`config.mk`:
```
export PLATFORM = sky130hd
export DESIGN_NAME = avgp_recip
export DESIGN_NICKNAME = d
export VERILOG_FILES = /design/src/rtl/avgp_pkg.sv /design/src/rtl/avgp_recip.sv
export SDC_FILE = /design/constraint.sdc
export NUM_CORES = 1
export LEC_CHECK = 0
export ABC_AREA = 1
export ABC_CLOCK_PERIOD_IN_PS = 1600
export BUFFER_PORTS_ARGS = -buffer_cell sky130_fd_sc_hd__buf_4
export CORE_UTILIZATION = 45
export CTS_CLUSTER_SIZE = 12
export DETAILED_ROUTE_END_ITERATION = 12
export GPL_TIMING_DRIVEN = 0
export PLACE_DENSITY = 0.74
export SETUP_SLACK_MARGIN = 0.02
export SLEW_MARGIN = 20
export SYNTH_ARGS = -nofsm -noshare
export SYNTH_HDL_FRONTEND = slang
export SYNTH_SLANG_ARGS = --single-unit
export TNS_END_PERCENT = 5
```
`constraint.sdc`:
```
create_clock -name clk -period 1.6 [get_ports clk]
set_input_delay 0.08 -clock clk [delete_from_list [all_inputs] [get_ports clk]]
set_output_delay 0.08 -clock clk [all_outputs]
set_load 0.03 [all_outputs]
```
`src/rtl/avgp_pkg.sv`:
```
// shared constants and types of the average-pool backward scatter block
package avgp_pkg;

  // fixed field widths
  localparam int POS_W       = 6;
  localparam int GRAD_W      = 32;
  localparam int IN_TDATA_W  = 48;
  localparam int OUT_TDATA_W = 32;

  // signed coordinate width, covers pad, stride and dilation ranges
  localparam int CRD_W = 12;

  // reciprocal in q16.16, one over one needs 17 bits
  localparam int RECIP_W = 17;
  localparam int FRAC_W  = 16;
  localparam logic [RECIP_W-1:0] RECIP_ONE = 17'h10000;

  // configuration port
  localparam int CFG_IDX_W  = 3;
  localparam int CFG_DATA_W = 4;

  typedef enum logic [CFG_IDX_W-1:0] {
    REG_PAD_LEFT      = 3'd0,
    REG_PAD_TOP       = 3'd1,
    REG_WINDOW_WIDTH  = 3'd2,
    REG_WINDOW_HEIGHT = 3'd3,
    REG_STEP_X        = 3'd4,
    REG_STEP_Y        = 3'd5,
    REG_SPREAD_X      = 3'd6,
    REG_SPREAD_Y      = 3'd7
  } cfg_reg_t;

  // register reset values
  localparam logic [2:0] PAD_RST    = 3'd0;
  localparam logic [3:0] WINDOW_RST = 4'd2;
  localparam logic [3:0] STEP_RST   = 4'd2;
  localparam logic [2:0] SPREAD_RST = 3'd1;

  // saturation bounds
  localparam logic signed [GRAD_W-1:0] SAT_MAX = 32'sh7fffffff;
  localparam logic signed [GRAD_W-1:0] SAT_MIN = 32'sh80000000;

endpackage

```
`src/rtl/avgp_recip.sv`:
```
// iterative reciprocal unit, one quotient bit per cycle, q16.16 rounded to nearest
module avgp_recip #(
  parameter int NW = 7
) (
  input  logic                         clk,
  input  logic                         rst_n,
  input  logic                         start,
  input  logic [NW-1:0]                divisor,
  output logic                         done,
  output logic [avgp_pkg::RECIP_W-1:0] quot
);

  localparam int RW = avgp_pkg::RECIP_W;
  localparam int SW = $clog2(RW + 1);

  logic          busy_r;
  logic          done_r;
  logic [SW-1:0] cnt_r;
  logic [NW-1:0] n_r;
  logic [NW-1:0] rem_r;
  logic [RW-1:0] num_r;
  logic [RW-1:0] quot_r;

  logic [NW:0] rem_sh;
  logic [NW:0] rem_dif;
  logic        fits;

  // restoring step: shift in the next dividend bit, subtract if it fits
  assign rem_sh  = {rem_r, num_r[RW-1]};
  assign fits    = (rem_sh >= {1'b0, n_r});
  assign rem_dif = rem_sh - {1'b0, n_r};

  always_ff @(posedge clk) begin
    if (!rst_n) begin
      busy_r <= 1'b0;
      done_r <= 1'b0;
      cnt_r  <= '0;
    end else begin
      done_r <= 1'b0;
      if (start) begin
        busy_r <= 1'b1;
        cnt_r  <= SW'(RW);
      end else if (busy_r) begin
        cnt_r <= cnt_r - SW'(1);
        if (cnt_r == SW'(1)) begin
          busy_r <= 1'b0;
          done_r <= 1'b1;
        end
      end
    end
  end

  always_ff @(posedge clk) begin
    if (start) begin
      // numerator is one plus half the divisor, for round to nearest
      num_r  <= avgp_pkg::RECIP_ONE + RW'(divisor >> 1);
      n_r    <= divisor;
      rem_r  <= '0;
      quot_r <= '0;
    end else if (busy_r) begin
      rem_r  <= fits ? rem_dif[NW-1:0] : rem_sh[NW-1:0];
      num_r  <= {num_r[RW-2:0], 1'b0};
      quot_r <= {quot_r[RW-2:0], fits};
    end
  end

  assign done = done_r;
  assign quot = quot_r;

endmodule

```
==> impl_metrics.ini <==
[run_status]
status = complete, but fails checks
violations = negative setup slack

[cells_and_area]
n_fill_cell = 439
area_growth_pct = 22.72
final_core_util = 0.5801
drive_gt1_frac = 0.2068
fin_nets = 343
diodes = 0

[timing]
maxSlewViolCount = 0
period_share = 1.104
skew_ns = 0.01257
final.setup.tns_ns = -0.9819
fmax_mhz = 566.3
period_minus_slack_ns = 1.766
hold_violations = 0
setup_viol = 8
rsz0062_at_grt = yes
worst_pin_slew_ns = 0.3001
slew_headroom = 0.7999
postLayoutSetupSlackWorst_ns = -0.1658

[logic_synthesis]
ys_ff_latch = 55
netlist_top_cells_area = edfxtp_1 29%, dfxtp_1 25%, nand2_1 11%, inv_1 8.4%, ha_1 4.6%
synth_top_area_share = 0.2948
synth.net_count = 297
yosysWarningCount = 0
synth_top_cell_by_area = edfxtp_1
synthCells = 277
synth.avg_cell_area_sq_um = 8.826
yosysSeqAreaShare = 0.5486
syn_area_sq_um = 2445
synth.distinct_cells = 31

[setup_path]
end_kind = register
start_kind = register
r2r_cells = 12
crit_type = register to register
r2r-start = n_r[0]$_DFFE_PP_
crit_required_ns = 1.81
critPathArrivalTime_ns = 1.98
worstPathMaxFanout = 6
reg2reg_to = rem_r[1]$_SDFFE_PP0P_
r2r_slack_ns = -0.17

[grt]
grt_pass1_vias = 1752
grt_pass1_wl_microns = 7479
grt_max_degree = 27
grt_use_total = 0.1756
antenna_found_initial = 0
grt.overflow.total = 0

[power]
vdd_ir_drop_max_uv = 610.9
finalPower_mw = 2.690
p_leak_nw = 1.382
power-per-cell-area_nw_per_um2 = 896.7

[min_path]
holdPathStages = 1
hold_end = n_r[0]$_DFFE_PP_
hp-class = input pin to register
min_from = start

[floorplanning]
die_h_microns = 75.71
fp-row-count = 26
die_x_microns = 75.71
core_sq_um = 5172
initial_utilization = 0.4727
die_area_sq_um = 5732
io_pins = 28

[detailed_routing]
totalWireLength_microns = 4345
drtIter0Drc = 74
avgRoutedWirePerCell_microns = 11.03
dr.pass1.iters = 4
via_per_inst = 4.599
ant_nets = 0
vias = 1812
drc = 0

[place]
portBuffers = 27
gp_routability_congestion = 0.8036
dp_hpwl_microns = 3101
pre_cts_slack_ns = -0.1863

[clock_tree]
clock-sinks = 55
cts_buffers = 5
cts_tree = built
cts-root-buf = clkbuf_8
htree_levels = 2
clkLatencyLatePin_ns = 0.30
clock_path_buffers = 2
clk_pin_slew_ns = 0.10

[job]
cap_viol_max_count = 0
==> cell usage after synthesis <==
cell type / count
a211oi_1: 1
a21o_1: 1
a21oi_1: 3
a21oi_4: 1
and3_1: 1
buf_2: 3
buf_6: 1
dfxtp_1: 31
edfxtp_1: 24
fa_1: 1
ha_1: 9
inv_1: 55
inv_2: 3
nand2_1: 74
nand3_1: 15
nand3_4: 1
nand3b_1: 2
nand4_1: 1
nor2_1: 18
nor2_2: 1
nor2_4: 2
nor3_1: 2
o211ai_1: 1
o21a_1: 1
o21ai_0: 4
o22ai_1: 15
or2_1: 1
or2_2: 1
or2_4: 1
xnor2_1: 2
xor2_1: 1
==> worst max path at each step <==
stage          depth (start not counted)                    start                    end
3_3_place_gp                          13  num_r[16]$_SDFFCE_PP1P_  rem_r[4]$_SDFFE_PP0P_
3_5_place_dp                          13  num_r[16]$_SDFFCE_PP1P_  rem_r[4]$_SDFFE_PP0P_
6_report                              12         n_r[0]$_DFFE_PP_  rem_r[1]$_SDFFE_PP0P_
5_1_grt                               12         n_r[0]$_DFFE_PP_  rem_r[1]$_SDFFE_PP0P_
2_1_floorplan                         13  num_r[16]$_SDFFCE_PP1P_  rem_r[3]$_SDFFE_PP0P_
4_1_cts                               13  num_r[16]$_SDFFCE_PP1P_  rem_r[2]$_SDFFE_PP0P_
==> per-stage QoR <==
stage	hold WS [ns]	area, sq um	std cells
after global routing	0.08970	3000	394
after detailed placement	0.2610	2743	374
final	0.09337	3000	394
after global placement	0.2581	2743	374
after floorplan	0.1789	2452	277
after CTS	0.08736	2960	391
==> sequential cells by signal, summed over array words and instances, names as in the netlist <==
name and flops:
rem_r 7, busy_r 1, n_r 7, done 1
cnt_r 5, quot 17, num_r 17
==> power breakdown <==
group / switching (mW) / internal [mW]
registers: 0.0347 / 1.55
clock network: 0.421 / 0.307
logic: 0.223 / 0.155
==> logic make-up after synthesis <==
kind of cell             count (synthesis)  synth area share
AND/OR/NAND/NOR                        120            0.2150
flip-flops                              55            0.5486
adder cells (fa/ha/maj)                 10           0.05425
buffers and inverters                   62           0.09979
AO/OA/AOI/OAI                           27           0.07165
XOR/XNOR                                 3           0.01075
==> cell type report <==
type	instances	area, sq um	share of cell area
Inverter	58	217.7	0.07256
Tap cell	70	87.58	0.02919
Sequential cell	55	1341	0.4470
Multi-Input combinational cell	160	927.1	0.3090
Clock buffer	6	72.57	0.02419
Buffer	4	28.78	0.009591
Clock inverter	2	12.51	0.004170
Timing Repair Buffer	39	312.8	0.1043
==> layout by cell type (no fill, tap or decap), types with 2 or more instances in the layout <==
cell type / netlist / final
nand3b_1: 2 / 2
clkbuf_8: 0 / 5
nand2_1: 74 / 69
inv_2: 3 / 5
xnor2_1: 2 / 2
buf_2: 3 / 2
nand3_2: 0 / 7
nor2_4: 2 / 2
nand3_1: 15 / 8
nand2_2: 0 / 4
nor3_1: 2 / 2
a21oi_1: 3 / 3
buf_4: 0 / 32
edfxtp_1: 24 / 24
inv_1: 55 / 53
dlygate4sd3_1: 0 / 8
ha_1: 9 / 8
o21ai_0: 4 / 4
nor2_1: 18 / 18
dfxtp_1: 31 / 31
o22ai_1: 15 / 15
==> repair_timing <==
item | CTS | global route
hold buffers | 8 | 0
buffers inserted | 1 | 3
gates resized for setup | 11 | 5
endpoints found under the setup margin | 25 | 8
endpoints found under the hold margin | 8 | 0
pin swaps | 2 | 6
==> worst max-delay path: stages (launching register included) <==
cell and delay (ns):
edfxtp_1 0.43, ha_4 0.19, fa_2 0.35, inv_2 0.06, nand2_2 0.04, nand2_2 0.10, nand2_2 0.08, nand2_2 0.09
nand2_4 0.08, nand3_1 0.09, nand2_1 0.06, nand2_1 0.05, nand2_1 0.04
==> per-layer routing <==
metal / GRT usage / part of all wire / vias to the layer above / routed length, microns
met1: 0.2251 / 0.47 / 824 / 2044
met4: 0.05967 / 0.017 / 0 / 74
met2: 0.2976 / 0.49 / 16 / 2134
li1: - / - / 965 / -
met5: 0 / 0 / - / 0
met3: 0.03571 / 0.021 / 7 / 92
(Power assumes the default switching activity.)
